`src/rtl/core/crpr_pkg.sv`:
```
// Shared types, constants and a decode function for the cab bus receive ping responder.
`default_nettype none
package crpr_pkg;

    localparam logic [7:0] CMD_BCAST       = 8'h80;
    localparam logic [7:0] CMD_SPEED_LO    = 8'h15;
    localparam logic [7:0] CMD_SPEED_HI    = 8'h16;
    localparam logic [7:0] CMD_TEXT_LO     = 8'hC0;
    localparam logic [7:0] CMD_TEXT_HI     = 8'hC7;
    localparam logic [7:0] CMD_CLOCK       = 8'hC8;
    localparam logic [7:0] CMD_LONG_TEXT   = 8'hCB;
    localparam logic [7:0] CMD_SINGLE      = 8'hCC;

    localparam logic [1:0] CAB_PING_FORM   = 2'b10;
    localparam logic [1:0] NB_ACK_FORM     = 2'b00;
    localparam logic [1:0] NB_INQUIRY_FORM = 2'b10;

    localparam logic CFG_CAB_ADDRESS  = 1'b0;
    localparam logic CFG_NINEBIT_MODE = 1'b1;

    localparam int CMD_ENTRY = 3;

    typedef struct packed {
        logic capture;
        logic decide;
        logic rd;
        logic emit;
        logic pad1;
        logic pad2;
        logic store;
        logic status;
    } crpr_cmd_t;

    typedef struct packed {
        logic op;
        logic sweep_go;
        logic pad_go;
        logic sweep_last;
        logic out_free;
    } crpr_stat_t;

    // Position n of a frame holds data of the command in entry 3
    function automatic logic is_command_data(input logic [7:0] cmd, input logic [7:0] n);
        logic r;
        r = 1'b0;
        if (cmd inside {[CMD_SPEED_LO:CMD_SPEED_HI]} && n inside {[8'd4:8'd5]}) r = 1'b1;
        if (cmd == CMD_LONG_TEXT && n inside {[8'd4:8'd12]}) r = 1'b1;
        if (cmd inside {[CMD_TEXT_LO:CMD_TEXT_HI]} && n inside {[8'd4:8'd11]}) r = 1'b1;
        if (cmd == CMD_CLOCK && n == 8'd4) r = 1'b1;
        if (cmd == CMD_SINGLE && n == 8'd4) r = 1'b1;
        return r;
    endfunction

endpackage
`default_nettype wire

```
`src/rtl/core/crpr_ram.sv`:
```
// Generic single-write, single-read RAM with registered read data.
`default_nettype none
module crpr_ram #(
    parameter int WIDTH = 8,
    parameter int DEPTH = 16
) (
    input  wire logic                     aclk,
    input  wire logic                     we,
    input  wire logic [$clog2(DEPTH)-1:0] waddr,
    input  wire logic [WIDTH-1:0]         wdata,
    input  wire logic                     re,
    input  wire logic [$clog2(DEPTH)-1:0] raddr,
    output logic      [WIDTH-1:0]         rdata
);

    logic [WIDTH-1:0] mem_reg [DEPTH];
    logic [WIDTH-1:0] rdata_reg;

    always_ff @(posedge aclk) begin
        if (we) begin
            mem_reg[waddr] <= wdata;
        end
        if (re) begin
            rdata_reg <= mem_reg[raddr];
        end
    end

    assign rdata = rdata_reg;

endmodule
`default_nettype wire

```
`src/rtl/core/crpr_datapath.sv`:
```
// Datapath: word capture, frame buffer, index, decode, status flags and output register.
`default_nettype none
module crpr_datapath #(
    parameter int BUFFER_DEPTH = 16
) (
    input  wire logic                  aclk,
    input  wire logic                  aresetn,
    input  wire crpr_pkg::crpr_cmd_t   cmd,
    output crpr_pkg::crpr_stat_t       stat,
    input  wire logic [0:0]            s_tuser,
    input  wire logic [15:0]           s_tdata,
    output logic                       m_tvalid,
    input  wire logic                  m_tready,
    output logic [15:0]                m_tdata,
    output logic                       m_tlast,
    output logic [0:0]                 m_tuser,
    input  wire logic                  cfg_valid,
    input  wire logic                  cfg_index,
    input  wire logic [5:0]            cfg_wdata
);

    localparam int IW = $clog2(BUFFER_DEPTH);
    localparam logic [IW-1:0] IDX_LAST = IW'(BUFFER_DEPTH - 1);
    localparam logic [IW-1:0] IDX_PAD1 = IW'(1);
    localparam logic [IW-1:0] IDX_PAD2 = IW'(2);
    localparam logic [IW-1:0] IDX_CMD  = IW'(crpr_pkg::CMD_ENTRY);

    logic          op_reg, ninth_reg, err_reg, pend_reg;
    logic [7:0]    data_reg;
    logic [5:0]    cab_addr_reg;
    logic          nine_mode_reg;
    logic [IW-1:0] idx_reg, sweep_cnt_reg, rd_ptr_reg;
    logic          tx_reg;
    logic [7:0]    fb0_reg, fb3_reg;
    logic          ping_reg, rs_reg, ack_reg, col_reg;
    logic          out_valid_reg, out_kind_reg, out_last_reg;
    logic [7:0]    out_byte_reg;
    logic [3:0]    out_flags_reg;

    logic          ram_we;
    logic [IW-1:0] ram_waddr;
    logic [7:0]    ram_wdata;
    logic [7:0]    ram_rdata;

    logic cab_ping, nb_addr, nb_ack, nb_ping, restart, ping_hit, owner_hit, col_hit;
    logic out_free;

    always_comb begin
        cab_ping = !op_reg && !err_reg && !nine_mode_reg
                   && (data_reg[7:6] == crpr_pkg::CAB_PING_FORM)
                   && !crpr_pkg::is_command_data(fb3_reg, 8'(idx_reg));
        nb_addr  = !op_reg && !err_reg && nine_mode_reg && ninth_reg && !(^data_reg);
        nb_ack   = nb_addr && (data_reg[6:5] == crpr_pkg::NB_ACK_FORM)
                   && ({1'b0, data_reg[4:0]} == cab_addr_reg);
        nb_ping  = nb_addr && (data_reg[6:5] == crpr_pkg::NB_INQUIRY_FORM);
        restart  = cab_ping || nb_ping;
        ping_hit = (cab_ping && (data_reg[5:0] == cab_addr_reg))
                   || (nb_ping && ({1'b0, data_reg[4:0]} == cab_addr_reg));
        owner_hit = nine_mode_reg ? ({1'b0, fb0_reg[4:0]} == cab_addr_reg)
                                  : (fb0_reg[5:0] == cab_addr_reg);
        col_hit  = restart && owner_hit && (idx_reg > IDX_PAD1) && !tx_reg;
        out_free = !out_valid_reg || m_tready;

        stat.op         = op_reg;
        stat.sweep_go   = cab_ping && (fb0_reg == crpr_pkg::CMD_BCAST) && (idx_reg != '0);
        stat.pad_go     = !op_reg && !err_reg && !nine_mode_reg && !cab_ping
                          && (idx_reg == IDX_PAD1) && (fb0_reg == crpr_pkg::CMD_BCAST);
        stat.sweep_last = (rd_ptr_reg == sweep_cnt_reg - IW'(1));
        stat.out_free   = out_free;

        ram_we    = cmd.pad1 || cmd.pad2 || cmd.store;
        ram_waddr = cmd.pad1 ? IDX_PAD1 : (cmd.pad2 ? IDX_PAD2 : idx_reg);
        ram_wdata = cmd.store ? data_reg : 8'h00;
    end

    crpr_ram #(
        .WIDTH (8),
        .DEPTH (BUFFER_DEPTH)
    ) u_buf (
        .aclk  (aclk),
        .we    (ram_we),
        .waddr (ram_waddr),
        .wdata (ram_wdata),
        .re    (cmd.rd),
        .raddr (rd_ptr_reg),
        .rdata (ram_rdata)
    );

    // Captured word and flags carry no reset
    always_ff @(posedge aclk) begin
        if (cmd.capture) begin
            op_reg    <= s_tuser[0];
            data_reg  <= s_tdata[7:0];
            ninth_reg <= s_tdata[8];
            err_reg   <= s_tdata[9];
            pend_reg  <= s_tdata[10];
        end
        if (cmd.decide) begin
            ping_reg      <= ping_hit;
            rs_reg        <= ping_hit && pend_reg;
            ack_reg       <= nb_ack;
            col_reg       <= col_hit;
            sweep_cnt_reg <= idx_reg;
            rd_ptr_reg    <= '0;
        end
        if (cmd.emit) begin
            rd_ptr_reg <= rd_ptr_reg + IW'(1);
        end
        if (cmd.emit) begin
            out_kind_reg  <= 1'b1;
            out_byte_reg  <= ram_rdata;
            out_last_reg  <= 1'b0;
            out_flags_reg <= 4'b0000;
        end else if (cmd.status) begin
            out_kind_reg  <= 1'b0;
            out_byte_reg  <= 8'h00;
            out_last_reg  <= 1'b1;
            out_flags_reg <= {col_reg, ack_reg, rs_reg, ping_reg};
        end
    end

    always_ff @(posedge aclk) begin
        if (!aresetn) begin
            cab_addr_reg  <= '0;
            nine_mode_reg <= 1'b0;
            idx_reg       <= '0;
            tx_reg        <= 1'b0;
            fb0_reg       <= 8'h00;
            fb3_reg       <= 8'h00;
            out_valid_reg <= 1'b0;
        end else begin
            if (cfg_valid) begin
                case (cfg_index)
                    crpr_pkg::CFG_CAB_ADDRESS:  cab_addr_reg  <= cfg_wdata;
                    crpr_pkg::CFG_NINEBIT_MODE: nine_mode_reg <= cfg_wdata[0];
                    default: ;
                endcase
            end
            if (cmd.decide) begin
                if (op_reg) begin
                    tx_reg <= 1'b1;
                end else if (restart) begin
                    tx_reg  <= 1'b0;
                    idx_reg <= '0;
                end
            end
            if (cmd.pad2) begin
                idx_reg <= IDX_CMD;
            end
            if (cmd.store) begin
                if (idx_reg == '0) begin
                    fb0_reg <= data_reg;
                end
                if (idx_reg == IDX_CMD) begin
                    fb3_reg <= data_reg;
                end
                if (idx_reg != IDX_LAST) begin
                    idx_reg <= idx_reg + IW'(1);
                end
            end
            if (cmd.emit || cmd.status) begin
                out_valid_reg <= 1'b1;
            end else if (m_tready) begin
                out_valid_reg <= 1'b0;
            end
        end
    end

    assign m_tvalid = out_valid_reg;
    assign m_tdata  = {4'b0000, out_flags_reg, out_byte_reg};
    assign m_tlast  = out_last_reg;
    assign m_tuser  = out_kind_reg;

endmodule
`default_nettype wire

```
`src/rtl/core/crpr_ctrl.sv`:
```
// Controller: sequences capture, decode, broadcast sweep, padding, store and status.
`default_nettype none
module crpr_ctrl (
    input  wire logic                 aclk,
    input  wire logic                 aresetn,
    input  wire logic                 s_tvalid,
    output logic                      s_tready,
    input  wire crpr_pkg::crpr_stat_t stat,
    output crpr_pkg::crpr_cmd_t       cmd
);

    typedef enum logic [2:0] {
        S_IDLE,
        S_DECIDE,
        S_READ,
        S_EMIT,
        S_PAD1,
        S_PAD2,
        S_STORE,
        S_STATUS
    } state_t;

    state_t state_reg, state_next;

    always_comb begin
        state_next = state_reg;
        cmd        = '0;
        s_tready   = 1'b0;
        case (state_reg)
            S_IDLE: begin
                s_tready    = aresetn;
                cmd.capture = s_tvalid && aresetn;
                if (s_tvalid && aresetn) begin
                    state_next = S_DECIDE;
                end
            end
            S_DECIDE: begin
                cmd.decide = 1'b1;
                if (stat.op) begin
                    state_next = S_STATUS;
                end else if (stat.sweep_go) begin
                    state_next = S_READ;
                end else if (stat.pad_go) begin
                    state_next = S_PAD1;
                end else begin
                    state_next = S_STORE;
                end
            end
            S_READ: begin
                cmd.rd     = 1'b1;
                state_next = S_EMIT;
            end
            S_EMIT: begin
                if (stat.out_free) begin
                    cmd.emit   = 1'b1;
                    state_next = stat.sweep_last ? S_STORE : S_READ;
                end
            end
            S_PAD1: begin
                cmd.pad1   = 1'b1;
                state_next = S_PAD2;
            end
            S_PAD2: begin
                cmd.pad2   = 1'b1;
                state_next = S_STORE;
            end
            S_STORE: begin
                cmd.store  = 1'b1;
                state_next = S_STATUS;
            end
            S_STATUS: begin
                if (stat.out_free) begin
                    cmd.status = 1'b1;
                    state_next = S_IDLE;
                end
            end
            default: state_next = S_IDLE;
        endcase
    end

    always_ff @(posedge aclk) begin
        if (!aresetn) begin
            state_reg <= S_IDLE;
        end else begin
            state_reg <= state_next;
        end
    end

endmodule
`default_nettype wire

```
`src/rtl/core/cab_bus_rx_ping_responder_unit.sv`:
```
// Top level of the cab bus receive-side frame capture and ping responder.
//
// s_ channel: one word per received character (s_tuser = 1: our response
// transmission has started). m_ channel: for each input word, zero or more
// broadcast packet bytes (m_tuser = 1) and then one status word with
// m_tlast = 1. cfg channel writes cab_address (index 0) or ninebit_mode
// (index 1); it is ready outside reset and is to be used only while the
// block is idle, which the block does not enforce. One word is in flight at
// a time. A plain character passes through the decide, store and status
// states, and s_tready rises in the cycle its status word becomes valid; a
// pad insertion adds the PAD1 and PAD2 states. A ping that closes a
// broadcast frame of N bytes first reads them out of the frame buffer RAM
// one at a time (registered read, then output load). A single output
// register separates the channels; while the receiver holds m_tready low
// the sequencer waits at its next output load. Reset clears the index, the
// transmitting flag, the mirrored command bytes and the output valid flag;
// no clearing pass runs and s_tready rises right after.
`default_nettype none
module cab_bus_rx_ping_responder_unit #(
    parameter int BUFFER_DEPTH = 16
) (
    input  wire logic        aclk,
    input  wire logic        aresetn,
    // s_tdata: [7:0] rx_byte, [8] ninth_bit, [9] frame_error,
    //          [10] response_pending, [15:11] zero
    input  wire logic        s_tvalid,
    output logic             s_tready,
    input  wire logic [15:0] s_tdata,
    // s_tuser: [0] operation
    input  wire logic [0:0]  s_tuser,
    output logic             m_tvalid,
    input  wire logic        m_tready,
    // m_tdata: [7:0] pkt_byte, [8] ping_for_us, [9] response_start,
    //          [10] ack_request, [11] collision, [15:12] zero
    output logic [15:0]      m_tdata,
    output logic             m_tlast,
    // m_tuser: [0] kind
    output logic [0:0]       m_tuser,
    input  wire logic        cfg_valid,
    output logic             cfg_ready,
    input  wire logic        cfg_index,
    input  wire logic [5:0]  cfg_wdata
);

    crpr_pkg::crpr_cmd_t  cmd;
    crpr_pkg::crpr_stat_t stat;

    assign cfg_ready = aresetn;

    crpr_ctrl u_ctrl (
        .aclk     (aclk),
        .aresetn  (aresetn),
        .s_tvalid (s_tvalid),
        .s_tready (s_tready),
        .stat     (stat),
        .cmd      (cmd)
    );

    crpr_datapath #(
        .BUFFER_DEPTH (BUFFER_DEPTH)
    ) u_dp (
        .aclk      (aclk),
        .aresetn   (aresetn),
        .cmd       (cmd),
        .stat      (stat),
        .s_tuser   (s_tuser),
        .s_tdata   (s_tdata),
        .m_tvalid  (m_tvalid),
        .m_tready  (m_tready),
        .m_tdata   (m_tdata),
        .m_tlast   (m_tlast),
        .m_tuser   (m_tuser),
        .cfg_valid (cfg_valid),
        .cfg_index (cfg_index),
        .cfg_wdata (cfg_wdata)
    );

endmodule
`default_nettype wire

```
`config.mk`:
```
export PLATFORM = sky130hd
export DESIGN_NAME = cab_bus_rx_ping_responder_unit
export DESIGN_NICKNAME = d
export VERILOG_FILES = /design/src/rtl/core/crpr_pkg.sv /design/src/rtl/core/crpr_ram.sv /design/src/rtl/core/crpr_datapath.sv /design/src/rtl/core/crpr_ctrl.sv /design/src/rtl/core/cab_bus_rx_ping_responder_unit.sv
export SDC_FILE = /design/constraint.sdc
export NUM_CORES = 1
export LEC_CHECK = 0
export BUFFER_PORTS_ARGS = -buffer_cell sky130_fd_sc_hd__buf_4
export CAP_MARGIN = 30
export CORE_MARGIN = 3
export CORE_UTILIZATION = 40
export DETAILED_ROUTE_END_ITERATION = 8
export RECOVER_POWER = 100
export SYNTH_ARGS = -nofsm -noshare
export SYNTH_HDL_FRONTEND = slang
export SYNTH_HIERARCHICAL = 1
export SYNTH_SLANG_ARGS = --single-unit
```
`constraint.sdc`:
```
create_clock -name aclk -period 3.1 [get_ports aclk]
set_clock_uncertainty 0.1 [all_clocks]
set_input_delay 0.62 -clock aclk [delete_from_list [all_inputs] [get_ports aclk]]
set_output_delay 0.62 -clock aclk [all_outputs]
set_load 0.01 [all_outputs]
```
# Yosys cells after proc, flatten, opt, wreduce, memory -nomap -nowiden
# Memories as Yosys holds them, arrays and structs flattened. A register that Yosys moved wholly into a read port is not among the register bits.
# Cells that the tools add are included.
# totals
ram_bits	128
wordCells	166
input_bits	29
mem_count	1
reg_bits	70
out_inout_bits	21
# memory_table
name	words	word_bits	rd	rd_clocked_by_memory_dff	write_ports	line	source
u_dp.u_buf.mem_reg	16	8	1	1	1	crpr_ram.sv:16	logic [WIDTH-1:0] mem_reg [DEPTH];
# op_classes
mux	43
eq_ne	25
n_addsub	3
n_bitwise	1
n_lt_le_gt_ge	9
n_reduce_logical	61
# op_table
cell	n
2-to-1 mux 4 bit	10
== test 8 bit, second input constant	4
logical AND 1 bit	32
2-to-1 mux 8 bit	3
one-hot mux 3 bit (8 select lines)	1
2-to-1 mux 1 bit	22
2-to-1 mux 3 bit	6
== test 3 bit, second input constant	4
== test 5 x 6 -> 1 bit	2
== test 6 bit	2
AND reduction 2 bit	5
adder 4 x 1 -> 4 bit, second input constant	2
>= comparator 8 x 5 -> 1 bit, second input constant	1
>= comparator 8 bit, second input constant	1
less-or-equal comparator 4 bit, second input constant	2
less-or-equal comparator 8 x 5 -> 1 bit, second input constant	1
less-or-equal comparator 8 bit, second input constant	1
zero test 1 bit	8
nonzero test 2 bit	4
XOR reduction 8 bit	1
== test 3 x 2 -> 1 bit, second input constant	2
logical OR 1 bit	6
!= test 2 x 1 -> 1 bit, second input constant	3
== test 2 bit, second input constant	2
17 further kinds	17

# Depth between registers and ports, before layout
# depth
ltp_word	18
mapped_depth	10
mapped_depth_nobuf	10

# Modules after synthesis
# Netlist, hierarchy kept.
# by_module_without_submodules
module	n_inst	area_per_inst_um2	cells_per_inst	seq_area_each_um2
crpr_ram	1	5227.5	229	4083.9
crpr_datapath	1	3240.6	296	1661.6
crpr_ctrl	1	232.7	32	60.1
cab_bus_rx_ping_responder_unit	1	7.5	1	0.0

# Least setup slack after synthesis
# OpenSTA, ideal clock, no wires.
# synth_path
path_type	register -> register
start	reg u_ctrl.state_reg[2]
end	mem u_dp.u_buf.mem_reg[0][0] (enable)
arrival_time_ns	2.162
synth_period_minus_slack_ns	2.645
path_buffers	2
path_stages_with_launch	7
path_slack_ns	0.455
setup_time_ns	0.383
path_cell_list	dfxtp_1 > buf_4 > and3_2 > clkbuf_1 > or3_1 > or3b_2 > nor3_1
# synth_lines
element	line	source
start: declaration	crpr_ctrl.sv:23	state_t state_reg, state_next;
start signal: assignment	crpr_ctrl.sv:85	state_reg <= state_next;
end: declaration	crpr_ram.sv:16	

==> reports/metrics.csv <==
stage;metric;value;unit
cells_and_area;nets@finish;659;
synthesis;Post-synth ARST share;0;%
cells_and_area;Area growth, synth to finish;13.4;%
clock_tree;CTS H-tree lvls;1;
clock_tree;# clock sinks;206;
clock_tree;Num CTS Buffers;22;
clock_tree;Root Buffer;clkbuf_16;
synthesis;share of the synthesized area in the top cell type;57.9;%
clock_tree;clock transition at the registers of the reported paths;0.06;ns
pwr;pwr dens;636;nW/um^2
worst_setup_path;critical path required time;3.44;ns
global_routing;initial antenna violation count;0;
global_routing;largest net degree at the start of global routing;37;
detailed_routing;# DRC;0;
synthesis;register bit total from synthesis;206;
detailed_routing;drt first pass iters;5;
global_routing;first-pass GRT wire length;27.6;mm
detailed_routing;WL/cell;19.2;um
worst_setup_path;Critical Path Sink Type;flop;
die;Die Width;154;um
global_routing;gr ovfl total;0;
synthesis;largest area contributor in the netlist;edfxtp_1;
place;Port Buffer Count;40;
pwr;Worst IR Drop VDD;0.000337;V
worst_setup_path;Worst EP arrival;3.17;ns
synthesis;Primary FF master, synth;edfxtp_1;
worst_setup_path;startpoint type of the worst setup path;flop;
detailed_routing;drt via density;5.29;
die;core area;21200;sq um
synthesis;sequential share of the synthesized area;66.7;%
clock_tree;Post-CTS Setup Bufs;0;
clock_tree;TritonCTS clock tree;done;
clock_tree;Clk Latency, worst-skew pair;0.50;ns
cells_and_area;share of cells above drive strength 1;12.3;%
timing;RSZ-0062 raised after global routing;false;
die;row count;53;
timing;slew at the pin with the worst max-slew slack;1.39;ns
timing;Slew Limit Fails;0;
synthesis;ranking of synthesized cells by area;edfxtp_1 58%, dfxtp_1 8.7%, mux4_2 4.7%, mux4_1 4.2%, mux2i_1 2.8%;
timing;Final Hold Viols;0;
cells_and_area;max reg flops;128;
synthesis;synth unique cells;57;
worst_hold_path;min-delay worst type;input port to flop;
place;Final HPWL DP;11.4;mm
place;Post-Place Cells;870;
detailed_routing;Routed Antenna Nets;0;
timing;final setup vio count;0;
die;die area;23600;sq um
synthesis;Synth Instances;558;
pwr;post-layout power;6.29;mW
clock_tree;hold bufs inserted after CTS;0;
cells_and_area;non-filler cells, final;907;
cells_and_area;number of diodes;0;
detailed_routing;Initial DRC Count;362;
worst_setup_path;Crit Path Category;flop to flop;
worst_setup_path;Crit Path Max Fanout;6;
timing;fmax;0.352;GHz
synthesis;Synth Warn #;6;
synthesis;most common cell in the netlist;edfxtp_1;
timing;Slew Limit Headroom;7.21;%
synthesis;Syn Area/Cell;15.6;sq um
timing;Fin Setup TNS;0;ns
timing;part of the cycle the worst path needs;91.5;%
synthesis;commonest cells in the netlist;168 x edfxtp_1, 38 x dfxtp_1, 33 x nor2_1;
detailed_routing;final wirelength;17.4;mm
global_routing;Total GRT Usage;14.9;%
detailed_routing;via count;4802;
timing;minimum clock period;2.84;ns
flow_run;max cap viols;0;
clock_tree;Post-CTS Resized;0;
place;GP Congestion;0.793;
die;Initial Util;41.0;%
pwr;P_leak;3.40;nW
die;Die Span Y;154;um
synthesis;Synth Cell Area;8710;sq um
global_routing;vias in the first global route;4900;
synthesis;Post-synth EDFFs;168;
status;status;complete, no violations;
clock_tree;Bufs on Longest Clock Path;3;
cells_and_area;# fillers;1871;
die;I/O pin total;50;
[critical path, stage by stage, from the launching register on]
cell,delay (ns)
dfxtp_1,0.45
inv_1,0.16
ha_1,0.24
and4bb_1,0.21
a211oi_1,0.22
o311a_1,0.30
nand2_1,0.09
a211oi_1,0.41
nor2_1,0.10
a311o_1,0.38
a21boi_2,0.11
[where the power goes]
part | internal (mW) | total, mW | switching (mW)
combinational | 0.254 | 0.597 | 0.343
sequential | 3.11 | 3.18 | 0.0750
clock | 1.51 | 2.51 | 0.995
[cell type report]
type                    count  area, sq um  share of cell area [%]
flip-flops and latches    206         5810                    58.8
multi-input cells         308         2640                    26.7
clock buffers              28          594                    6.02
well taps                 275          344                    3.48
repair buffers             62          332                    3.36
clock inverters             9         92.6                   0.937
inverters                  19         71.3                   0.722
[final timing paths]
path,slack [ns],end,depth (start not counted),start
setup / recovery,0.26,u_ctrl/state_reg[1],10,u_dp/idx_reg[3]
setup reg to reg,0.26,u_ctrl/state_reg[1],10,u_dp/idx_reg[3]
hold / removal,0.22,u_dp/pend_reg,1,s_tdata[10]
hold reg to reg,0.36,u_dp/m_tlast,2,u_dp/m_tlast
[layout by cell type, fill, tap and decap left out, drive strengths merged, types with 4 or more instances in the layout]
| cell | count |
|---|---|
| xor2 | 6 |
| dfxtp | 38 |
| conb | 4 |
| and2 | 23 |
| a21oi | 8 |
| ha | 11 |
| clkbuf | 76 |
| mux4 | 32 |
| buf | 14 |
| nor3 | 15 |
| nand2 | 19 |
| a21boi | 4 |
| mux2i | 24 |
| and3 | 5 |
| nand3 | 13 |
| inv | 19 |
| a22oi | 16 |
| o21ai | 7 |
| xnor2 | 18 |
| edfxtp | 168 |
| nor2b | 26 |
| a211oi | 4 |
| nand2b | 6 |
| nor2 | 33 |
| clkinv | 7 |
[logic make-up after synthesis]
family	share of synthesized area [%]
DFF	66.7
AOI/OAI and AO/OA	4.47
buffers and inverters	2.95
xor gates and xnor gates	2.67
and+or+nand+nor	9.99
muxes	11.6
adders and majority gates	1.58
other	0.0431
[stage by stage]
step | utilization [%] | cell area (sq um) | setup WS (ns) | hold WS, ns
floorplan | - | 8720 | 0.455 | 0.356
global placement | 44.1 | 9360 | 0.397 | 0.342
detailed placement | 44.1 | 9360 | 0.311 | 0.355
CTS | 47.4 | 10000 | 0.297 | 0.173
global route | 46.6 | 9880 | 0.0624 | 0.200
finish | 46.6 | 9880 | 0.262 | 0.216
[metal layers]
metal  GRT usage, %  routed length, um  vias to the layer above
met5              0                  0                        -
met4           4.58                343                        0
met3           2.65                942                       25
met2           24.5               8550                      141
met1           20.3               7590                     2397
li1               -                  -                     2239
No activity file was read; power rests on OpenSTA's default activity.
